==> src/rtl/swd_pkg.sv <==
// Shared constants, types and the CORDIC arctangent table for the sinc evaluator.
package swd_pkg;

  localparam int DATA_WIDTH_DEF   = 32;
  localparam int CORDIC_STEPS_DEF = 30;

  localparam int          THR_W     = 24;
  localparam logic [23:0] THR_RESET = 24'd1677722;   // 0.1 in Q0.24

  localparam int XW = 32;   // argument after clamping, Q7.24
  localparam int AW = 31;   // reduced angle, Q.30
  localparam int PW = 31;   // magnitude of a Taylor power, Q.30
  localparam int CW = 34;   // CORDIC vector components
  localparam int ZW = 33;   // CORDIC residual angle
  localparam int VW = 64;   // internal result width

  localparam logic [31:0]        TWO_OVER_PI = 32'd2734261102;
  localparam logic [30:0]        HALF_PI     = 31'd1686629713;
  localparam logic signed [CW-1:0] CORDIC_GAIN = 34'sd652032874;

  localparam logic signed [VW-1:0] Q30_ONE = 64'sd1073741824;
  localparam logic signed [VW-1:0] THIRD   = 64'sd357913941;   // round(2^30 / 3)

  // Taylor terms: power of x and integer denominator
  localparam int NTERM = 13;
  localparam int TERM_POW [NTERM] = '{2, 4, 6, 8, 1, 3, 5, 7, 9, 2, 4, 6, 8};
  localparam int TERM_DIV [NTERM] = '{6, 120, 5040, 362880,
                                      3, 30, 840, 45360, 3991680,
                                      10, 168, 6480, 443520};

  // Division by the argument: 2^24 scale, quotient limited to 2^60
  localparam int             DIV_SCALE   = 24;
  localparam int             DIV_QBITS   = 61;
  localparam logic [60:0]    INNER_LIMIT = 61'h1000_0000_0000_0000;

  localparam int QUEUE_DEPTH = 4;

  typedef struct packed {
    logic signed [XW-1:0] x;
    logic                 taylor;
    logic [1:0]           quad;
    logic [AW-1:0]        ang;
  } swd_item_t;

  typedef struct packed {
    logic signed [XW-1:0] x;
    logic                 taylor;
    logic signed [VW-1:0] tsv;
    logic signed [VW-1:0] td1;
    logic signed [VW-1:0] td2;
  } swd_side_t;

  typedef struct packed {
    swd_side_t            base;
    logic signed [VW-1:0] c;
    logic signed [VW-1:0] sv;
    logic signed [VW-1:0] d1;
  } swd_dside_t;

  function automatic logic [31:0] cordic_atan(input int i);
    logic [31:0] v;
    unique case (i)
      0:  v = 32'd843314856;
      1:  v = 32'd497837829;
      2:  v = 32'd263043836;
      3:  v = 32'd133525158;
      4:  v = 32'd67021686;
      5:  v = 32'd33543515;
      6:  v = 32'd16775850;
      7:  v = 32'd8388437;
      8:  v = 32'd4194282;
      9:  v = 32'd2097149;
      10: v = 32'd1048575;
      11: v = 32'd524287;
      12: v = 32'd262143;
      13: v = 32'd131071;
      14: v = 32'd65535;
      15: v = 32'd32767;
      default: begin
        if (i <= 30) v = 32'd1 << (30 - i);
        else v = 32'd0;
      end
    endcase
    return v;
  endfunction

endpackage

==> src/rtl/swd_front.sv <==
// Front end: argument transfer, clamping, path choice and quadrant reduction.
module swd_front #(
  parameter int DATA_WIDTH = swd_pkg::DATA_WIDTH_DEF
) (
  input  logic                         clk,
  input  logic                         rst_n,
  input  logic                         in_valid,
  output logic                         in_ready,
  input  logic signed [DATA_WIDTH-1:0] in_x_value,
  input  logic                         cfg_valid,
  output logic                         cfg_ready,
  input  logic [swd_pkg::THR_W-1:0]    cfg_data,
  output logic                         q_valid,
  input  logic                         q_ready,
  output swd_pkg::swd_item_t           q_item
);
  import swd_pkg::*;

  logic [THR_W-1:0]     thr_r;
  logic                 fen;
  logic signed [63:0]   x_ext;
  logic signed [XW-1:0] x_nxt;
  logic [XW-1:0]        ax_nxt;
  logic                 tay_nxt;

  logic                 f1_vld_r, f2_vld_r;
  logic signed [XW-1:0] f1_x_r, f2_x_r;
  logic [XW-1:0]        f1_ax_r;
  logic                 f1_tay_r, f2_tay_r;
  logic [63:0]          turns;
  logic [31:0]          f2_t_r;
  logic [60:0]          ang_prod;

  assign x_ext = 64'(in_x_value);

  always_comb begin
    priority if (x_ext > 64'sd2147483647) x_nxt = 32'sh7fffffff;
    else if (x_ext < -64'sd2147483648)    x_nxt = 32'sh80000000;
    else                                  x_nxt = x_ext[XW-1:0];
  end

  assign ax_nxt  = x_nxt[XW-1] ? 32'(-x_nxt) : 32'(x_nxt);
  assign tay_nxt = (ax_nxt < {{(XW-THR_W){1'b0}}, thr_r}) || (x_nxt == '0);

  // hold everything while the last stage waits on a full queue
  assign fen       = !f2_vld_r || q_ready;
  assign in_ready  = fen;
  assign cfg_ready = 1'b1;

  assign turns = 64'(f1_ax_r) * 64'(TWO_OVER_PI);

  always_ff @(posedge clk) begin
    if (!rst_n) begin
      thr_r    <= THR_RESET;
      f1_vld_r <= 1'b0;
      f2_vld_r <= 1'b0;
    end else begin
      if (cfg_valid) thr_r <= cfg_data;
      if (fen) begin
        f1_vld_r <= in_valid;
        f2_vld_r <= f1_vld_r;
      end
    end
  end

  always_ff @(posedge clk) begin
    if (fen) begin
      f1_x_r   <= x_nxt;
      f1_ax_r  <= ax_nxt;
      f1_tay_r <= tay_nxt;
      f2_x_r   <= f1_x_r;
      f2_tay_r <= f1_tay_r;
      f2_t_r   <= turns[57:26];
    end
  end

  assign ang_prod = 61'(f2_t_r[29:0]) * 61'(HALF_PI) + 61'(32'd536870912);

  assign q_valid       = f2_vld_r;
  assign q_item.x      = f2_x_r;
  assign q_item.taylor = f2_tay_r;
  assign q_item.quad   = f2_t_r[31:30];
  assign q_item.ang    = ang_prod[60:30];

endmodule

==> config.mk <==
export PLATFORM = sky130hd
export DESIGN_NAME = swd_front
export DESIGN_NICKNAME = d
export VERILOG_FILES = /design/src/rtl/swd_pkg.sv /design/src/rtl/swd_front.sv
export SDC_FILE = /design/constraint.sdc
export NUM_CORES = 2
export LEC_CHECK = 0
export BUFFER_PORTS_ARGS = -buffer_cell sky130_fd_sc_hd__buf_2
export CAP_MARGIN = 0
export CORE_UTILIZATION = 55
export DETAILED_ROUTE_END_ITERATION = 10
export PLACE_DENSITY = 0.79
export SETUP_SLACK_MARGIN = 0.2
export SLEW_MARGIN = 20
export SYNTH_ARGS = -nofsm -noshare
export SYNTH_HDL_FRONTEND = slang
export SYNTH_SLANG_ARGS = --single-unit
==> constraint.sdc <==
create_clock -name clk -period 19.6 [get_ports clk]
set_clock_uncertainty 0.05 [all_clocks]
set_input_delay 0.98 -clock clk [delete_from_list [all_inputs] [get_ports clk]]
set_output_delay 0.98 -clock clk [all_outputs]
set_load 0.02 [all_outputs]
== After elaboration in Yosys (flattened, before gate mapping) ==
Index checks and enable logic that the tools add are counted.

* $add $sub $neg: 2
* $mul: 2
* Magnitude comparators: 3
* Muxes and demuxes: 3
* Reductions and logical operators: 4

{| class="wikitable"
|+ Operators by type and width
! cell !! number
|-
| 32-bit two-way mux || 3
|-
| 61-bit by 30-bit adder with 61-bit output (second input constant) || 1
|-
| 30-bit by 31-bit multiplier with 61-bit output (second input constant) || 1
|-
| 32-bit by 31-bit multiplier with 57-bit output (second input constant) || 1
|-
| 32-bit > comparator (second input constant) || 1
|-
| 32-bit zero test || 1
|-
| 32-bit by 24-bit < comparator with 1-bit output || 1
|-
| 32-bit < comparator (second input constant) || 1
|-
| 32-bit negation || 1
|-
| 1-bit logical OR || 2
|-
| 1-bit zero test || 1
|}

* Bits in registers: 156
* Input port bits: 61
* Output and inout bits: 69
* Logic and storage cells: 23

== Depth between registers and ports, before layout ==
* Depth after elaboration: 7
* Mapped depth: 28
* Mapped depth without buffers: 27

== Least setup slack after synthesis ==
OpenSTA, ideal clock, no wires.

* Kind: register -> output
* Start point: register f2_t_r[4]
* End point: output q_item[30] in the netlist's numbering
* Arrival: 7.388 ns
* Required time: 18.570 ns
* Path slack: 11.182 ns
* Stages on the path, launching flop included: 27
* Path buffers: 1
* Cells stage by stage: edfxtp_1 inv_1 fa_1 inv_1 fa_1 fa_1 inv_1 fa_1 inv_1 fa_1 fa_1 fa_1 inv_1 fa_1 inv_1 ha_1 and2_1 and4_1 a31oi_1 o21ai_0 a211oi_1 o31ai_1 o31ai_1 o31ai_1 mux2i_1 a221oi_1 buf_4

* Cells in the longest elaborated chain, start to end: 2

{| class="wikitable"
|+ RTL lines
! element !! RTL line !! RTL
|-
| start, declared || swd_front.sv:31 || <nowiki>logic [31:0] f2_t_r;</nowiki>
|-
| start signal, assigned || swd_front.sv:73 || <nowiki>f2_t_r <= turns[57:26];</nowiki>
|-
| 30-bit by 31-bit multiplier with 61-bit output || swd_front.sv:77 || <nowiki>assign ang_prod = 61'(f2_t_r[29:0]) * 61'(HALF_PI) + 61'(32'd536870912);</nowiki>
|-
| 61-bit by 30-bit adder with 61-bit output || swd_front.sv:77 ||
|-
| end, declared || swd_front.sv:15 || <nowiki>output swd_pkg::swd_item_t q_item</nowiki>
|}

Every way passes these cells.

==> metrics.txt <==
outcome completed; core area 66300 um2; Max clock buf depth 2; GRT Total Usage 26.5%; average wire per standard cell 19.7 um; Hold Startpoint f1_x_r[15]; Ys Warns 0; Num CTS Buffers 17; Synth Register Bits 155; mux cell area share after synthesis 0.431%; Seq/Total Area, Yosys 11.8%; Yosys top cell area share 40.6%; Synth Area in Compound Gates 5.25%; Yosys top cell by area fa_1; slew margin rel. 28.4%; Antenna diodes 0; Clock Sinks 155; WHS Endpoint f2_x_r[15]; Worst R2R Start f1_ax_r[14]; final setup vio count 0; fin crit share 50.6%; # resized after CTS 0; setup_tns 0 ns; Antenna Violating Nets Remaining 0; Critical Path AT 8.88 ns; Reg2Reg Depth 22; main combinational cell family by area after synthesis adder cells; Async SR Flop Fraction 0%; Starting Density 56.1%; worst reg2reg path endpoint f2_t_r[29]; Reg2Reg Setup Slack 10.80 ns; Ports 130; drt pass-1 iters 5; Layout area overhead 5.06%; top post-synthesis cells by area fa_1 (41%), ha_1 (24%), inv_1 (11%), edfxtp_1 (10%), xnor2_1 (1.8%); GR Overflow Total 0; gpl congestion 0.981; DRT Wirelength 85.9 mm; Vias 23400; Starting DRT DRC Count 1133; max cap viols 0; most frequent cells in the layout inv_1 (1066), fa_1 (754), ha_1 (719); number of flops mapped to enable cells by yosys 129; HP Class flop to flop; pin count of the biggest net entering global routing 81; most common cell after layout, fill and taps aside inv_1; worst skew pair latency 0.47 ns; Reg clk slew, reported paths 0.09 ns; Crit Path Category flop to output port; share of post-route cells with drive strength above 1 5.29%; final hold vios 0; vias in the first global route 26100; Synth Area in Adders 64.8%; Req. time, crit path 18.57 ns; initial antenna violation count 0; maximum clock rate 101 MHz; Synth Area per Inst 10.9 um2; wire length of the first global-routing pass 138 mm; worst hold stages 0; Worst setup SP type flop; clk root buf clkbuf_16; post-synthesis simple-gate area fraction 3.40%; Final min period 9.91 ns; DRC violations left 0; DIE WIDTH 262 um; Crit. End Element output port; Max Slew Vio Count 0; Post-CTS Hold Buffers 0; Most used DFF post-synth edfxtp_1; Buffers on Ports 128; Tightest Pin Transition 1.07 ns; Yosys cell types 71; unrepaired setup endpoints after global routing false; syn nets 4956; FP Rows 94; Nets 5021; die height 262 um; TritonCTS clock tree done; DP HPWL 76.7 mm; H-tree depth 4; CP Max Fanout 8; Post CTS Setup Buffer Count 0; Via density 5.36; Synth Area in XOR/XNOR 2.28%; mapped cell area 37200 um2; DIE AREA 68700 um2; Syn Inst Count 3422
[worst max path at each step]
stage                   start    endpoint  cells after the start
floorplan           f2_t_r[4]  q_item[30]                     26
finish              f2_t_r[5]  q_item[30]                     26
global route        f2_t_r[4]  q_item[30]                     26
global placement    f2_t_r[4]  q_item[30]                     26
CTS                 f2_t_r[4]  q_item[30]                     26
detailed placement  f2_t_r[4]  q_item[30]                     26
[cells by family (layout without fill, tap and decap cells)]
kind of cell | count (synthesis) | in the layout
and+or+nand+nor | 226 | 226
xor gates and xnor gates | 97 | 97
buffers and inverters | 1152 | 1230
other | 1 | 1
adders and majority gates | 1473 | 1473
AOI/OAI and AO/OA | 302 | 302
muxes | 16 | 16
DFF | 155 | 155
[synthesized netlist by cell type (all sizes together), types with 12 or more instances]
cell type,instances
inv,1066
fa,754
ha,719
edfxtp,129
a21oi,89
xnor2,76
nand2,58
o21ai,53
a21o,48
clkbuf,47
buf,38
nor2,30
dfxtp,26
nor2b,25
nand4,22
xor2,21
nand3,18
o211ai,17
mux2i,16
o31ai,16
nand2b,13
o21a,12
o21bai,12
[worst max-delay path: stages, from the launching register on]
cell	delay, ns
edfxtp_1	0.62
inv_1	0.12
fa_1	0.46
inv_1	0.21
fa_1	0.48
fa_1	0.52
inv_1	0.05
fa_1	0.50
inv_1	0.05
fa_1	0.48
fa_1	0.51
fa_1	0.50
inv_1	0.05
fa_1	0.47
inv_1	0.04
ha_1	0.31
a21oi_1	0.14
o21ai_0	0.20
a31oi_1	0.21
o21ai_0	0.10
a211oi_1	0.56
o31ai_1	0.31
o31ai_1	0.69
o31ai_1	0.26
mux2i_1	0.16
a221oi_1	0.21
buf_2	0.21
[final cells by class]
type                            count  area, um2
Clock buffer                       17        425
Clock inverter                     15        174
Fill cell                        5421      27300
Inverter                         1066       4000
Multi-Input combinational cell   2115      28300
Sequential cell                   155       4390
Tap cell                          864       1080
Timing Repair Buffer              132        671
[sequential cells by signal, summed over array words and instances, names as in the netlist]
name      cells
f1_x_r       32
f2_t_r       32
f2_x_r       32
f1_ax_r      31
thr_r        24
f1_tay_r      1
f1_vld_r      1
f2_tay_r      1
q_valid       1
[routing by layer]
layer | GRT usage [%] | share of wire, % | up-vias
li1 | - | - | 10700
met1 | 33.8 | 42 | 11800
met4 | 7.96 | 3.1 | 0
met2 | 46.7 | 50 | 676
met5 | 0 | 0 | -
met3 | 3.72 | 5.3 | 165
[per-stage QoR]
step | utilization (%) | std cells | hold slack [ns] | area (um2) | setup WS [ns]
floorplan | - | 3422 | 0.350 | 37200 | 11.18
global placement | 58.0 | 4332 | 0.351 | 38500 | 10.17
detailed placement | 58.0 | 4332 | 0.355 | 38500 | 10.13
CTS | 58.9 | 4364 | 0.365 | 39100 | 9.62
global route | 58.9 | 4364 | 0.372 | 39100 | 9.18
finish | 58.9 | 4364 | 0.360 | 39100 | 9.69
Power is left out: the tool's default activity adds up to more than one toggle a clock period on the data nets, which glitch-free logic cannot reach.
