==> src/rtl/swd_pkg.sv <==
// Shared constants, types and the CORDIC arctangent table for the sinc evaluator.
package swd_pkg;

  localparam int DATA_WIDTH_DEF   = 32;
  localparam int CORDIC_STEPS_DEF = 30;

  localparam int          THR_W     = 24;
  localparam logic [23:0] THR_RESET = 24'd1677722;   // 0.1 in Q0.24

  localparam int XW = 32;   // argument after clamping, Q7.24
  localparam int AW = 31;   // reduced angle, Q.30
  localparam int PW = 31;   // magnitude of a Taylor power, Q.30
  localparam int CW = 34;   // CORDIC vector components
  localparam int ZW = 33;   // CORDIC residual angle
  localparam int VW = 64;   // internal result width

  localparam logic [31:0]        TWO_OVER_PI = 32'd2734261102;
  localparam logic [30:0]        HALF_PI     = 31'd1686629713;
  localparam logic signed [CW-1:0] CORDIC_GAIN = 34'sd652032874;

  localparam logic signed [VW-1:0] Q30_ONE = 64'sd1073741824;
  localparam logic signed [VW-1:0] THIRD   = 64'sd357913941;   // round(2^30 / 3)

  // Taylor terms: power of x and integer denominator
  localparam int NTERM = 13;
  localparam int TERM_POW [NTERM] = '{2, 4, 6, 8, 1, 3, 5, 7, 9, 2, 4, 6, 8};
  localparam int TERM_DIV [NTERM] = '{6, 120, 5040, 362880,
                                      3, 30, 840, 45360, 3991680,
                                      10, 168, 6480, 443520};

  // Division by the argument: 2^24 scale, quotient limited to 2^60
  localparam int             DIV_SCALE   = 24;
  localparam int             DIV_QBITS   = 61;
  localparam logic [60:0]    INNER_LIMIT = 61'h1000_0000_0000_0000;

  localparam int QUEUE_DEPTH = 4;

  typedef struct packed {
    logic signed [XW-1:0] x;
    logic                 taylor;
    logic [1:0]           quad;
    logic [AW-1:0]        ang;
  } swd_item_t;

  typedef struct packed {
    logic signed [XW-1:0] x;
    logic                 taylor;
    logic signed [VW-1:0] tsv;
    logic signed [VW-1:0] td1;
    logic signed [VW-1:0] td2;
  } swd_side_t;

  typedef struct packed {
    swd_side_t            base;
    logic signed [VW-1:0] c;
    logic signed [VW-1:0] sv;
    logic signed [VW-1:0] d1;
  } swd_dside_t;

  function automatic logic [31:0] cordic_atan(input int i);
    logic [31:0] v;
    unique case (i)
      0:  v = 32'd843314856;
      1:  v = 32'd497837829;
      2:  v = 32'd263043836;
      3:  v = 32'd133525158;
      4:  v = 32'd67021686;
      5:  v = 32'd33543515;
      6:  v = 32'd16775850;
      7:  v = 32'd8388437;
      8:  v = 32'd4194282;
      9:  v = 32'd2097149;
      10: v = 32'd1048575;
      11: v = 32'd524287;
      12: v = 32'd262143;
      13: v = 32'd131071;
      14: v = 32'd65535;
      15: v = 32'd32767;
      default: begin
        if (i <= 30) v = 32'd1 << (30 - i);
        else v = 32'd0;
      end
    endcase
    return v;
  endfunction

endpackage

==> src/rtl/swd_queue.sv <==
// Short item queue between the front end and the evaluation pipeline.
module swd_queue (
  input  logic               clk,
  input  logic               rst_n,
  input  logic               push_valid,
  output logic               push_ready,
  input  swd_pkg::swd_item_t push_item,
  output logic               pop_valid,
  input  logic               pop_ready,
  output swd_pkg::swd_item_t pop_item
);
  import swd_pkg::*;

  localparam int PTR_W = $clog2(QUEUE_DEPTH);

  swd_item_t        mem_r [QUEUE_DEPTH];
  logic [PTR_W-1:0] wr_ptr_r, rd_ptr_r;
  logic [PTR_W:0]   cnt_r;
  logic             push, pop;

  assign push_ready = (cnt_r != (PTR_W+1)'(QUEUE_DEPTH));
  assign pop_valid  = (cnt_r != '0);
  assign pop_item   = mem_r[rd_ptr_r];
  assign push       = push_valid && push_ready;
  assign pop        = pop_valid && pop_ready;

  always_ff @(posedge clk) begin
    if (!rst_n) begin
      wr_ptr_r <= '0;
      rd_ptr_r <= '0;
      cnt_r    <= '0;
    end else begin
      if (push) wr_ptr_r <= wr_ptr_r + 1'b1;
      if (pop)  rd_ptr_r <= rd_ptr_r + 1'b1;
      unique case ({push, pop})
        2'b10:   cnt_r <= cnt_r + 1'b1;
        2'b01:   cnt_r <= cnt_r - 1'b1;
        default: cnt_r <= cnt_r;
      endcase
    end
  end

  always_ff @(posedge clk) begin
    if (push) mem_r[wr_ptr_r] <= push_item;
  end

endmodule

==> config.mk <==
export PLATFORM = sky130hd
export DESIGN_NAME = swd_queue
export DESIGN_NICKNAME = d
export VERILOG_FILES = /design/src/rtl/swd_pkg.sv /design/src/rtl/swd_queue.sv
export SDC_FILE = /design/constraint.sdc
export NUM_CORES = 1
export LEC_CHECK = 0
export BUFFER_PORTS_ARGS = -buffer_cell sky130_fd_sc_hd__clkbuf_2
export CORE_MARGIN = 5
export CORE_UTILIZATION = 31
export DETAILED_ROUTE_END_ITERATION = 8
export SYNTH_ARGS = -nofsm -noshare
export SYNTH_HDL_FRONTEND = slang
export SYNTH_SLANG_ARGS = --single-unit
export TNS_END_PERCENT = 100
==> constraint.sdc <==
create_clock -name clk -period 3.58 [get_ports clk]
set_input_delay 0.537 -clock clk [delete_from_list [all_inputs] [get_ports clk]]
set_output_delay 0.537 -clock clk [all_outputs]
set_load 0.1 [all_outputs]
# Word-level counts from Yosys, hierarchy flattened
# Memories as Yosys holds them, arrays and structs flattened. A register that Yosys moved wholly into a read port is not among the register bits.
# Index checks and enable logic that the tools add are counted.
# totals
regBits	7
ramBits	264
output_inout_bits	68
n_memories	1
# op_classes
addsub	4
eq_ne	3
muxes	5
reduce_logical	4
# mem_list
memory	words	width	rd	rd_clocked_by_memory_dff	wr	line_no	source
mem_r	4	66	1	1	1	swd_queue.sv:16	swd_item_t mem_r [QUEUE_DEPTH];
# op_table
op	n
3-bit case mux with 2 select lines	1
2-bit by 1-bit adder with 2-bit output, second input constant	2
2-bit 2-to-1 mux	2
3-bit by 1-bit adder with 3-bit output, second input constant	1
3-bit != test, second input constant	1
3-bit nonzero test	1
3-bit by 1-bit subtractor with 3-bit output, second input constant	1
2-bit by 1-bit == test with 1-bit output, second input constant	1
2-bit == test, second input constant	1
1-bit logical AND	2
1-bit 2-to-1 mux	2
2-bit nonzero test	1

# Depth between registers and ports, before layout
# Gate-level depths: netlist (run 1).
# depth
ltp_word	4
depth_mapped	9
mapped_depth_nobuf	9

# Worst setup path before layout (run 1)
# OpenSTA, ideal clock, no wires.
# synth_path
path_kind	input to register
startpoint	input port push_valid
endpoint	memory mem_r[0][0] (netlist name), enable pin
arrival_time_ns	2.524
t_required_ns	3.149
path_slack_ns	0.625
cell_stages	2
n_path_buf	0
cell_sequence	a21boi_1 and2_1
# synth_via
elab_chain_cells	3
# synth_lines
item	line_no	source
start: declaration	swd_queue.sv:5	input logic push_valid,
1-bit logical AND	swd_queue.sv:24	assign push = push_valid && push_ready;
1-bit 2-to-1 mux	swd_queue.sv:44	if (push) mem_r[wr_ptr_r] <= push_item;
1-bit 2-to-1 mux (implied by the code)	swd_queue.sv:44	
end: declaration	swd_queue.sv:16	
# No other way between the ends.

==> results_dict.tcl, run 1 <==
set metrics [dict create \
    yosysSeqAreaShare_pct 81.08 \
    tightest_slew_ns 0.7570 \
    synth_top_area_share_pct 79.28 \
    critPathKind "flop to output pin" \
    cts_hold_buffers 0 \
    setup_violations 0 \
    grt_pass1_vias 5132 \
    wl_per_cell_um 19.80 \
    num_vias 4570 \
    fmax_ghz 0.3318 \
    ys_top_cells_by_area "edfxtp_1, mux4_2, dfxtp_1, ha_1, buf_6" \
    antennaDiodeCount 0 \
    crit_arrival_ns 2.48 \
    ys.flop_type "edfxtp_1" \
    layout-drive-gt1-share_pct 44.91 \
    grtUsageTotal_pct 10.74 \
    synth-edff-count 264 \
    drv_cap 0 \
    synthTopCellsByCount "edfxtp_1, mux4_2, dfxtp_1, and2_1" \
    synthArstFlopShare_pct 0 \
    finalCriticalPeriod_ns 3.014 \
    endpoint_kind "output pin" \
    clock_latency_ns 0.54 \
    fp-row-count 65 \
    syn_area_mm2 0.01000 \
    grt_overflow 0 \
    dp_hpwl_mm 12.40 \
    first_pass_iters 4 \
    cts.htree.levels 1 \
    core_mm2 0.03172 \
    syn_avg_cell_area_um2 25.25 \
    clock-sinks 273 \
    post-route-period-util_pct 84.18 \
    multi_input_area_mm2 0.001772 \
    slew_headroom_pct 49.54 \
    drtIter0Drc 209 \
    layout.nets 634 \
    cts_tree "yes" \
    clk_pin_slew_ns 0.06 \
    postSynthCellCount 396 \
    area_delta_synth_final_pct 21.00 \
    cts-root-buf "clkbuf_16" \
    hp-class "input pin to flop" \
    ff_latch_area_mm2 0.008115 \
    numCtsBuffers 29 \
    totalWireLength_mm 19.42 \
    yosysMostFrequentCell "edfxtp_1" \
    post_cts_resized 0 \
    final_area_mm2 0.01210 \
    drc_errors 0 \
    nFillCells 2854 \
    ys_ff_latch 273 \
    hold_ws_ns 0.2108 \
    cp_max_fo 21 \
    required_ns 3.04 \
    critPathLaunchType "flop" \
    cts_setup_buffers 0 \
    synth.net_count 472 \
    grt_pass1_wl_mm 30.12 \
    grt_max_degree 46 \
    yosys.area.top_type "edfxtp_1" \
    cts_buffer_depth 3 \
    die_y_um 189.6 \
    die-area_mm2 0.03595 \
    ys_types 23 \
    grt_setup_unrepaired "false" \
    avgViaCountPerCell 4.659 \
    post_dp_cell_area_mm2 0.01123 \
    start_util_pct 31.53 \
    status "completed" \
    ioPinCount 138 \
    skew_ns 0.02177 \
    die_width_um 189.6 \
    ant_nets 0 \
    hold_violations 0 \
    finalSetupTns_ns 0 \
    portBuffers 137 \
    antenna_found_initial 1 \
    routabilityCongestion 0.7108 \
    drv_slew 0 \
    yosysWarnings 0 \
]
==> critical path, stage by stage (launching register included) <==
cell and delay [ns]:
dfxtp_4 0.50, buf_4 0.45, mux4_2 0.58, clkbuf_2 0.39
==> final timing paths <==
kind / startpoint / to / slack (ns) / depth (start not counted)
worst max-delay path: flop / pop_item[46] / 0.57 / 3
worst min-delay path: push_item[0] / mem_r[1][0] / 0.21 / 1
worst max register to register: cnt_r[0] / mem_r[1][21] / 1.15 / 4
worst min register to register: wr_ptr_r[0] / wr_ptr_r[0] / 0.53 / 2
==> sequential cells by signal (all words and copies together) (netlist names), named ones only <==
| signal | count |
|---|---|
| cnt_r | 3 |
| mem_r | 264 |
| rd_ptr_r | 2 |
| wr_ptr_r | 2 |
==> kinds of logic (layout without fill, tap and decap cells) <==
logic type / count (synthesis) / in the layout / share of synthesized area [%]
muxes: 68 / 68 / 15.07
AOI/OAI and AO/OA: 6 / 6 / 0.4255
and+or+nand+nor: 18 / 18 / 0.9508
buffers and inverters: 21 / 204 / 1.301
xor gates and xnor gates: 4 / 4 / 0.3504
DFF: 273 / 273 / 81.08
adders and majority gates: 6 / 6 / 0.8258
==> placed cells by master, fill, tap and decap left out <==
cell type and n:
inv_6 2, buf_4 4, a21boi_1 1, edfxtp_1 264, or3_1 2, clkbuf_1 4
dfxtp_4 2, ha_1 5, inv_1 6, and2_4 4, and2_1 3, nor2b_1 2
a21boi_0 1, clkinv_2 6, clkinvlp_4 4, dfxtp_1 7, nor2_1 1, clkinv_1 6
xor2_1 1, xnor2_1 3, bufinv_16 1, mux2i_1 2, fa_1 1, o21ai_0 2
clkbuf_16 29, o311ai_1 1, nand2_1 6, clkbuf_2 137, o31a_1 1, buf_12 5
mux4_2 66
==> per-stage QoR <==
| step | utilization [%] | setup slack, ns | instances |
|---|---|---|---|
| finish | 38.15 | 0.5663 | 981 |
| global route | 38.15 | 0.3863 | 981 |
| CTS | 38.15 | 0.4521 | 981 |
| detailed placement | 35.40 | 1.013 | 929 |
| global placement | 35.40 | 1.083 | 929 |
| floorplan | - | 0.6248 | 396 |
==> cell type report <==
type / instances / area share (%)
inverter: 6 / 0.1861
tap: 402 / 4.157
timing repair buffer: 146 / 6.743
sequential: 273 / 67.07
multi-input combinational: 102 / 14.64
clock buffer: 33 / 6.122
clock inverter: 19 / 1.075
==> metal layers <==
layer,part of all wire [%],global-route usage (%)
met3,6.7,2.954
met5,0.067,0
met1,41,13.77
met4,2.3,2.560
met2,50,18.31
Power of run 1 is not shown: default switching activity piles up to over one toggle a cycle in this logic, so the estimate is an artifact.
==> run 2, diff against run 1 <==
==> constraint.sdc (replaced) <==
create_clock -name clk -period 2.8 [get_ports clk]
set_input_delay 0.42 -clock clk [delete_from_list [all_inputs] [get_ports clk]]
set_output_delay 0.42 -clock clk [all_outputs]
set_load 0.1 [all_outputs]
==> run 2 against run 1 <==
Compared with the run above:
- core utilization rose by 0.091 points
- sequential share of layout area fell by 0.16 points
- register-to-register slack got worse by 0.58 ns
- sequential cell count did not move
- hold slack got worse by 0.10 ns
- die area did not move
- worst setup slack got worse by 0.40 ns
- critical path depth did not move
- cell count rose by 0.10%
- global-route usage rose by 0.061 points
- final area rose by 0.24%
- first-iteration DRC count rose by 5.3%
==> results_dict.tcl, run 2 (synthesis gave the netlist of run 1 again) <==
set metrics [dict create \
    fp-row-count 65 \
    hold_violations 0 \
    cts_tree "yes" \
    finalCriticalPeriod_ns 2.637 \
    clk_pin_slew_ns 0.06 \
    critPathKind "flop to output pin" \
    regMostFlops "mem_r" \
    grt_overflow 0 \
    num_vias 4549 \
    core_mm2 0.03172 \
    finalSetupTns_ns 0 \
    grt_pass1_wl_mm 30.42 \
    endpoint_kind "output pin" \
    dp_hpwl_mm 12.08 \
    top_regs "mem_r: 264 flops, cnt_r: 3 flops" \
    layout.nets 637 \
    totalWireLength_mm 19.35 \
    cts_setup_buffers 0 \
    critPathLaunchType "flop" \
    drc_errors 0 \
    skew_ns 0.007516 \
    tightest_slew_ns 0.5772 \
    grt_max_degree 67 \
    hp-class "input pin to flop" \
    die_width_um 189.6 \
    setup_violations 0 \
    clock-sinks 273 \
    post_cts_resized 0 \
    grtUsageTotal_pct 10.80 \
    antenna_found_initial 0 \
    drt-met1-wl_mm 8.267 \
    numCtsBuffers 29 \
    required_ns 2.38 \
    post-route-period-util_pct 94.19 \
    largest_reg_flops 264 \
    top_layer "met4" \
    antennaDiodeCount 0 \
    wl_met3_mm 1.163 \
    drv_cap 0 \
    crit_arrival_ns 2.22 \
    avgViaCountPerCell 4.632 \
    final_cell_mix "edfxtp_1, clkbuf_2, mux4_2" \
    wl_per_cell_um 19.71 \
    first_pass_iters 4 \
    slew_headroom_pct 61.68 \
    cts.htree.levels 1 \
    start_util_pct 31.53 \
    clock_latency_ns 0.53 \
    fmax_ghz 0.3792 \
    cp_max_fo 39 \
    nFillCells 2853 \
    ioPinCount 138 \
    cts-root-buf "clkbuf_16" \
    status "completed" \
    routabilityCongestion 0.7343 \
    grt_setup_unrepaired "false" \
    area_delta_synth_final_pct 21.28 \
    portBuffers 137 \
    drv_slew 0 \
    cts_buffer_depth 3 \
    grt_pass1_vias 5168 \
    cts_hold_buffers 0 \
    ant_nets 0 \
    met2_length_mm 9.461 \
    final_common_cell "edfxtp_1" \
    die-area_mm2 0.03595 \
    drtIter0Drc 220 \
    layout-drive-gt1-share_pct 44.66 \
    die_y_um 189.6 \
]
==> run 2: critical path, stage by stage (launching register included) <==
cell      delay (ns)
dfxtp_4         0.37
buf_12          0.28
mux4_2          0.58
clkbuf_2        0.39
==> run 2: path summary, 6_finish.rpt <==
check / from / endpoint / slack [ns] / cells after the start
max reg2reg: cnt_r[0] / cnt_r[2] / 0.57 / 10
max: flop / pop_item[64] / 0.16 / 3
min: push_item[13] / mem_r[0][13] / 0.11 / 1
min reg2reg: wr_ptr_r[1] / wr_ptr_r[1] / 0.52 / 2
==> run 2: layout make-up <==
class	instances	area [µm²]	share of cell area [%]
Timing Repair Buffer	149	888.4	7.325
Clock buffer	38	759.5	6.262
Clock inverter	12	67.56	0.5571
Inverter	6	22.52	0.1857
Sequential cell	273	8115	66.91
Tap cell	402	503.0	4.147
Multi-Input combinational cell	102	1772	14.61
==> run 2: stage by stage <==
step | hold WS (ns) | util [%] | setup slack [ns] | instances | area (µm²)
after global routing | 0.07876 | 38.24 | 0.05907 | 982 | 12130
after floorplan | 0.4677 | - | 0.6358 | 396 | 10000
after CTS | 0.06841 | 38.24 | 0.1125 | 982 | 12130
after global placement | 0.4779 | 35.63 | 0.6819 | 932 | 11300
after detailed placement | 0.5061 | 35.63 | 0.5230 | 932 | 11300
final | 0.1073 | 38.24 | 0.1628 | 982 | 12130
==> run 2: layer usage <==
metal  vias to the layer above  track usage [%]
met5                         -                0
met4                         0            2.922
met2                       117            18.11
li1                       2010                -
met1                      2381            14.15
met3                        41            2.716
Power of run 2 is left out for the same reason.
